**src/design/rspnh_pkg.sv**
```systemverilog
// Package for the ray nearest-hit block: widths, register indexes, sequencer
// states, multiplier destinations and the request and response of the shared unit.
// No dependencies.
package rspnh_pkg;

  localparam int FRAC_BITS = 16;
  localparam int OPND_W    = 33;   // multiplier operand, signed
  localparam int PROD_W    = 66;   // full signed product
  localparam int ACC_W     = 52;   // dot-product accumulators, signed
  localparam int WIDE_W    = 100;  // exact a*|c| accumulator
  localparam int NUM_W     = 64;
  localparam int DEN_W     = 50;
  localparam int RES_W     = 32;

  localparam logic [2:0] CFG_ORIGIN_X = 3'd0;
  localparam logic [2:0] CFG_ORIGIN_Y = 3'd1;
  localparam logic [2:0] CFG_ORIGIN_Z = 3'd2;
  localparam logic [2:0] CFG_DIR_X    = 3'd3;
  localparam logic [2:0] CFG_DIR_Y    = 3'd4;
  localparam logic [2:0] CFG_DIR_Z    = 3'd5;
  localparam logic [2:0] CFG_NEAR     = 3'd6;
  localparam logic [2:0] CFG_FAR      = 3'd7;

  localparam logic [3:0] K_PLANE_LAST = 4'd5;
  localparam logic [3:0] K_SPH_LAST   = 4'd9;
  localparam logic [3:0] K_AC_FIRST   = 4'd10;
  localparam logic [3:0] K_AC_LAST    = 4'd14;

  typedef enum logic [3:0] {
    S_IDLE, S_MUL, S_WAIT, S_CHECK, S_DISC, S_SQRT, S_ROOT, S_DIV, S_FIN
  } rspnh_state_t;

  typedef enum logic [3:0] {
    D_NONE, D_ACC0, D_ACC1, D_ACC2, D_ACC2_SUB, D_H2, D_W0, D_W24, D_W25, D_W49
  } rspnh_dest_t;

  typedef struct packed {
    logic start;
    logic sqrt_mode;
  } rspnh_iter_req_t;

  typedef struct packed {
    logic done;
    logic ovf;
  } rspnh_iter_rsp_t;

endpackage

```
**src/design/rspnh_iter.sv**
```systemverilog
// Shared iterative unit: fixed-point quotient floor(n * 2^F / d) or integer
// square root, one result bit per cycle through one compare and subtract.
// Depends on rspnh_pkg.
module rspnh_iter (
  input  logic                     clk,
  input  logic                     rst_n,
  input  rspnh_pkg::rspnh_iter_req_t req,
  input  logic [rspnh_pkg::NUM_W-1:0] num,
  input  logic [rspnh_pkg::DEN_W-1:0] den,
  output rspnh_pkg::rspnh_iter_rsp_t rsp,
  output logic [rspnh_pkg::RES_W-1:0] res
);
  import rspnh_pkg::*;

  localparam int REM_W = 52;

  logic              busy_r, busy_nxt;
  logic              mode_r, mode_nxt;
  logic [4:0]        cnt_r, cnt_nxt;
  logic [REM_W-1:0]  rem_r, rem_nxt;
  logic [NUM_W-1:0]  sh_r, sh_nxt;
  logic [RES_W-1:0]  res_r, res_nxt;
  logic [DEN_W-1:0]  den_r, den_nxt;
  logic              done_r, done_nxt;
  logic              ovf_r, ovf_nxt;
  logic [REM_W-1:0]  cand, trial;
  logic              ge;

  always_comb begin
    busy_nxt = busy_r;
    mode_nxt = mode_r;
    cnt_nxt  = cnt_r;
    rem_nxt  = rem_r;
    sh_nxt   = sh_r;
    res_nxt  = res_r;
    den_nxt  = den_r;
    done_nxt = 1'b0;
    ovf_nxt  = ovf_r;
    if (mode_r) begin
      cand  = {rem_r[REM_W-3:0], sh_r[NUM_W-1:NUM_W-2]};
      trial = REM_W'({res_r, 2'b01});
    end else begin
      cand  = {rem_r[REM_W-2:0], sh_r[NUM_W-1]};
      trial = REM_W'(den_r);
    end
    ge = (cand >= trial);
    if (req.start) begin
      mode_nxt = req.sqrt_mode;
      den_nxt  = den;
      res_nxt  = '0;
      cnt_nxt  = '0;
      ovf_nxt  = 1'b0;
      if (req.sqrt_mode) begin
        rem_nxt  = '0;
        sh_nxt   = num;
        busy_nxt = 1'b1;
      end else begin
        rem_nxt = REM_W'(num[NUM_W-1:FRAC_BITS]);
        sh_nxt  = {num[FRAC_BITS-1:0], (NUM_W-FRAC_BITS)'(0)};
        // The quotient would not fit in the result word.
        if (num[NUM_W-1:FRAC_BITS] >= (NUM_W-FRAC_BITS)'(den)) begin
          busy_nxt = 1'b0;
          done_nxt = 1'b1;
          ovf_nxt  = 1'b1;
        end else begin
          busy_nxt = 1'b1;
        end
      end
    end else if (busy_r) begin
      rem_nxt = ge ? (cand - trial) : cand;
      sh_nxt  = mode_r ? (sh_r << 2) : (sh_r << 1);
      res_nxt = {res_r[RES_W-2:0], ge};
      cnt_nxt = cnt_r + 5'd1;
      if (cnt_r == 5'd31) begin
        busy_nxt = 1'b0;
        done_nxt = 1'b1;
      end
    end
  end

  always_ff @(posedge clk) begin
    if (!rst_n) begin
      busy_r <= 1'b0;
      done_r <= 1'b0;
      ovf_r  <= 1'b0;
      cnt_r  <= '0;
    end else begin
      busy_r <= busy_nxt;
      done_r <= done_nxt;
      ovf_r  <= ovf_nxt;
      cnt_r  <= cnt_nxt;
    end
    mode_r <= mode_nxt;
    rem_r  <= rem_nxt;
    sh_r   <= sh_nxt;
    res_r  <= res_nxt;
    den_r  <= den_nxt;
  end

  assign rsp.done = done_r;
  assign rsp.ovf  = ovf_r;
  assign res      = res_r;

endmodule

```
**config.mk**
```make
export PLATFORM = sky130hd
export DESIGN_NAME = rspnh_iter
export DESIGN_NICKNAME = d
export VERILOG_FILES = /design/src/design/rspnh_pkg.sv /design/src/design/rspnh_iter.sv
export SDC_FILE = /design/constraint.sdc
export NUM_CORES = 1
export LEC_CHECK = 0
export ABC_CLOCK_PERIOD_IN_PS = 12900
export BUFFER_PORTS_ARGS = -buffer_cell sky130_fd_sc_hd__buf_4
export CAP_MARGIN = 20
export CORE_ASPECT_RATIO = 1.75
export CORE_UTILIZATION = 45
export DETAILED_ROUTE_END_ITERATION = 8
export MAX_ROUTING_LAYER = met4
export PLACE_DENSITY_LB_ADDON = 0.3
export SYNTH_ARGS = -nofsm -noshare
export SYNTH_HDL_FRONTEND = slang
export SYNTH_SLANG_ARGS = --single-unit
```
**constraint.sdc**
```tcl
create_clock -name clk -period 12.9 [get_ports clk]
set_input_delay 0.645 -clock clk [delete_from_list [all_inputs] [get_ports clk]]
set_output_delay 0.645 -clock clk [all_outputs]
set_load 0.01 [all_outputs]
```
Yosys cells after proc, flatten, opt, wreduce, memory -nomap -nowiden:

Cells that the tools add are included.

* input bits: 118
* flip-flop bits (word level): 206
* logic and storage cells: 37

* order comparisons: 2
* $add $sub $neg: 2
* mux-type cells: 20
* reductions and logical operators: 2
* bitwise operators: 1
* equality and inequality tests: 1

Operators with widths (number)
* $mux W64: 4
* $mux W51: 3
* $ge A52 B50 Y1: 1
* $mux W52: 1
* $sub A51 B50 Y51: 1
* $mux W50: 1
* $ge A48 B48 Y1: 1
* $mux W48: 1
* $mux W1: 10
* $add A5 B1 Y5 const B: 1
* $eq A5 B5 Y1 const B: 1
* $reduce_bool A2 Y1: 1
* $reduce_or A2 Y1: 1
* $not A1 Y1: 1

Longest topological paths before layout:

* word-level depth: 5
* mapped depth: 19
* mapped depth without buffers: 13

Worst setup path after synthesis:

No wires, ideal clock.

* kind: reg2reg
* from: reg mode_r
* to: reg rem_r[49], data pin
* arrival time: 4.189 ns
* path buffers: 5
* period minus slack after synthesis: 4.457 ns
* data required time: 12.632 ns
* setup slack: 8.443 ns
* cell stages (with the launch flop): 17
* path through: edfxtp_1 clkbuf_1 buf_1 clkbuf_1 clkbuf_1 mux2i_1 ha_1 buf_2 a211o_1 a21oi_2 or3b_1 a2bb2oi_2 o21ai_4 a2111oi_2 o31ai_2 mux2i_1 nor3_2

* longest elaborated chain between the ends: 5
* elaborated cells between the ends (all ways): 7

RTL lines
* from (decl): RTL line rspnh_iter.sv:18 `logic mode_r, mode_nxt;`
* from (signal assigned): RTL line rspnh_iter.sv:93 `mode_r <= mode_nxt;`
* $mux W52 or $mux W50 (tied branches): RTL line rspnh_iter.sv:39 `if (mode_r) begin`
* $sub A51 B50 Y51 or $ge A52 B50 Y1 (tied branches): RTL line rspnh_iter.sv:70, rspnh_iter.sv:46
* $mux W51 *: RTL line rspnh_iter.sv:70 `rem_nxt = ge ? (cand - trial) : cand;`
* $mux W51 *: RTL line rspnh_iter.sv:69 `end else if (busy_r) begin`
* $mux W51 *: RTL line rspnh_iter.sv:47 `if (req.start) begin`
* to (signal assigned): RTL line rspnh_iter.sv:94 `rem_r <= rem_nxt;`
* to (decl): RTL line rspnh_iter.sv:20 `logic [REM_W-1:0] rem_r, rem_nxt;`

Every way passes the cells marked *; elsewhere a longest branch is shown, timed or not. The select of a mux whose other input is x is not followed.
A chain may end at the register's enable or synchronous reset.

Worst setup path after layout:

* from: reg mode_r
* to: reg rem_r[18], data pin

* longest elaborated chain between the ends: 5
* elaborated cells between the ends (all ways): 7

RTL lines (RTL line)
* $mux W52 or $mux W50 (tied branches): rspnh_iter.sv:39
* $sub A51 B50 Y51 or $ge A52 B50 Y1 (tied branches): rspnh_iter.sv:70, rspnh_iter.sv:46
* $mux W51 *: rspnh_iter.sv:70
* $mux W51 *: rspnh_iter.sv:69
* $mux W51 *: rspnh_iter.sv:47
* net rem_nxt[18]: rspnh_iter.sv:20

Mark *: on every way through the listed nets, which the timed path passes. The rest lies on a longest branch. The select of a mux whose other input is x is not followed.

==> results.ini <==
[setup_path]
r2r-start = mode_r
cp_num_buf_inv = 2
reg2regPathDepth = 13
cpPeakStageDelay_ns = 0.62
ff2ff_setup_slack_ns = 7.61
r2r-end = rem_r[18]
cp_data_arrival_time_ns = 5.52
end_kind = flip-flop
crit_chain = buf_12 -> mux2_2 -> ha_1 -> nand2_1 -> nor4_2 -> nand2_1 -> a211oi_2 -> o21ai_1 -> a211oi_2 -> or2_2 -> buf_4 -> mux2i_1 -> o21ai_1
cp_top_family = simple AND/OR/NAND/NOR gates
worstPathMaxFanout = 140
cp_data_required_time_ns = 13.13
crit_type = flip-flop to flip-flop
path_depth = 13
cp_slowest_cell = a211oi_2
cp-start-kind = flip-flop

[sta]
timing.final.ws_setup_ns = 7.61
worst_clock_skew_ns = 0.0113
finalHoldViolations = 0
fin_crit_ns = 5.29
worstMarginPinSlew_ns = 1.12
fin_setup_tns_ns = 0
drv_slew = 0
maxSlewHeadroom = 0.253
setup_viol = 0
fmax_ghz = 0.189
rsz0062_at_grt = false
period_share = 0.410

[power_and_ir_drop]
internal_power_uw = 1950
swShare = 0.404
power_switching_uw = 1320
power_frac_seq = 0.289
p_comb_frac = 0.523
p_leak_uw = 0.00693
power_density_nw_per_um2 = 201
ir_worst_vdd_mv = 0.140
p_clk_frac = 0.189

[synthesis]
synth_cell_type_count = 75
syn_area_um2 = 14200
synthFlopType = edfxtp_1
synth_edf_count = 166
synth_warnings = 0
syn_nets = 1651
postSynthRegisterBits = 206
synth_cells = 1432
ys_async_sr_fraction = 0
syn_avg_cell_area_um2 = 9.94
ys_seq_area_frac = 0.407

[hold_path]
hold_path.class = primary input to flip-flop
hp-start = den[49]
min_path_cells = 1
whs_endpoint = den_r[49]

[clock_tree]
postCtsHoldBufs = 0
cts_sinks = 206
htreeDepth = 1
clockBufferDepth = 3
cts_resized = 0
post_cts_buffers = 0
insertion_delay_ns = 0.51
cts-root-buf = clkbuf_16
cts_buffers = 21
cts_tree = built
clkSlewWorstSetupHoldPaths_ns = 0.06

[route]
ant_nets = 0
routed_wirelength_um = 37100
drt_iter0_markers = 603
num_vias = 11203
drcViolationCount = 0
vias_per_cell = 5.79
dr.pass1.iters = 7
post_drt_wl_per_cell_um = 19.2

[placed_design]
port_buffers = 151
hpwl_um = 27400
globalplace.congestion = 0.936
dp_slack_ns = 7.69

[cells_and_area]
multi_input_area_um2 = 7850
regArea_um2 = 5790
final_nets = 1749
insertedDiodeCount = 0
n_fill_cell = 2823
drive_gt1_frac = 0.171
layout-area-overhead-vs-synth_pct = 14.2

[global_route]
grt_usage = 0.238
overflow = 0
grt_pass1_wl_um = 59100
grt_max_degree = 141
grt_pass1_vias = 11585
grt_antenna_before_repair = 0

[die]
start_util = 0.460
coreArea_um2 = 30900
fp.dieH_um = 237
io_pins = 152
die_area_um2 = 32400
rows = 85
dieWidth_um = 136

[run_status]
outcome = finished clean

[run]
drv_cap = 0

metrics by stage:
step | power [uW] | cells | hold WS (ns) | util | cell area, um2
floorplan | 2250 | 1432 | 0.467 | - | 14200
global placement | 2630 | 1898 | 0.484 | 0.503 | 15600
detailed placement | 2650 | 1898 | 0.500 | 0.503 | 15600
CTS | 3280 | 1935 | 0.293 | 0.525 | 16200
global route | 3490 | 1935 | 0.303 | 0.525 | 16200
finish | 3270 | 1935 | 0.307 | 0.525 | 16200
cells in the final DEF (no fill, tap or decap), types with 5 or more instances in the layout:
cell       instances
inv_1             61
edfxtp_1         166
nand3_1           10
ha_1             100
o21bai_1          17
clkbuf_1           5
o31ai_1            7
a31oi_1            9
clkbuf_16         21
nor3_1            11
o21ai_1           41
nand2_1          128
mux2_2            49
nor2_1            83
dfxtp_1           39
xnor2_1           27
a21oi_1          103
o211ai_1           5
nand4_1           22
mux2i_1          157
o21ai_0           86
nor2b_1           25
buf_4            159
a211oi_1          25
nand2b_1          20
a21o_1            42
a221o_1            5
xor2_1            18
a211o_1            5
o21a_1             9
power by group through the flow:
stage / sequential [uW] / clock (uW) / combinational [uW]
final: 944 / 617 / 1710
after global routing: 959 / 650 / 1880
after CTS: 945 / 632 / 1710
after detailed placement: 957 / 0 / 1700
after global placement: 957 / 0 / 1680
after floorplan: 930 / 0 / 1320
state kept, by name (all words and copies together), names as in the netlist:
name	flops
sh_r	64
rem_r	51
den_r	50
res	32
cnt_r	5
busy_r	1
done_r	1
mode_r	1
ovf_r	1
cells by family (layout without fill, tap and decap cells):
| group | Yosys count | after routing | synth area share |
|---|---|---|---|
| compound gates | 390 | 390 | 0.173 |
| simple gates | 334 | 334 | 0.111 |
| mux | 207 | 207 | 0.150 |
| flops | 206 | 206 | 0.407 |
| buf+inv | 149 | 261 | 0.0429 |
| fa+ha+maj | 101 | 101 | 0.0893 |
| xor+xnor | 45 | 45 | 0.0277 |
cells in the mapped netlist, drive strengths merged (5+ instances only):
| master | number | area share |
|---|---|---|
| edfxtp | 166 | 0.35 |
| mux2i | 157 | 0.11 |
| nand2 | 128 | 0.034 |
| o21ai | 128 | 0.046 |
| a21oi | 105 | 0.037 |
| ha | 100 | 0.088 |
| nor2 | 85 | 0.022 |
| inv | 62 | 0.016 |
| clkbuf | 58 | 0.015 |
| mux2 | 50 | 0.040 |
| a21o | 42 | 0.022 |
| dfxtp | 40 | 0.056 |
| a211oi | 28 | 0.016 |
| buf | 28 | 0.011 |
| xnor2 | 27 | 0.017 |
| nor2b | 25 | 0.011 |
| nand4 | 22 | 0.0097 |
| nand2b | 20 | 0.0088 |
| xor2 | 18 | 0.011 |
| o21bai | 17 | 0.0090 |
| nor3 | 13 | 0.0053 |
| nand3 | 10 | 0.0035 |
| a31oi | 9 | 0.0040 |
| o21a | 9 | 0.0047 |
| o31ai | 8 | 0.0046 |
| nor4 | 6 | 0.0035 |
| a211o | 5 | 0.0031 |
| a221o | 5 | 0.0035 |
| o211ai | 5 | 0.0026 |
worst max-delay path by stage:
stage                     slack (ns)    from         to
after floorplan                 8.44  mode_r  rem_r[49]
after global placement          7.83  mode_r   rem_r[0]
after detailed placement        7.69  mode_r  rem_r[22]
after CTS                       7.66  mode_r  rem_r[10]
after global routing            7.35  mode_r  rem_r[23]
final                           7.61  mode_r  rem_r[18]
per-layer routing:
| metal | part of all wire | up-vias | track usage |
|---|---|---|---|
| met1 | 0.39 | 5396 | 0.255 |
| met4 | 0.040 | 0 | 0.105 |
| met5 | 0 | - | - |
| met2 | 0.54 | 247 | 0.435 |
| met3 | 0.030 | 78 | 0.0230 |
| li1 | - | 5482 | - |
area by class of cell:
cell class,count,share of cell area
Inverter,63,0.0146
Clock buffer,28,0.0352
Sequential cell,206,0.356
Tap cell,391,0.0301
Timing Repair Buffer,161,0.0754
Multi-Input combinational cell,1077,0.483
Clock inverter,9,0.00585
No activity file was read; power rests on OpenSTA's default activity.
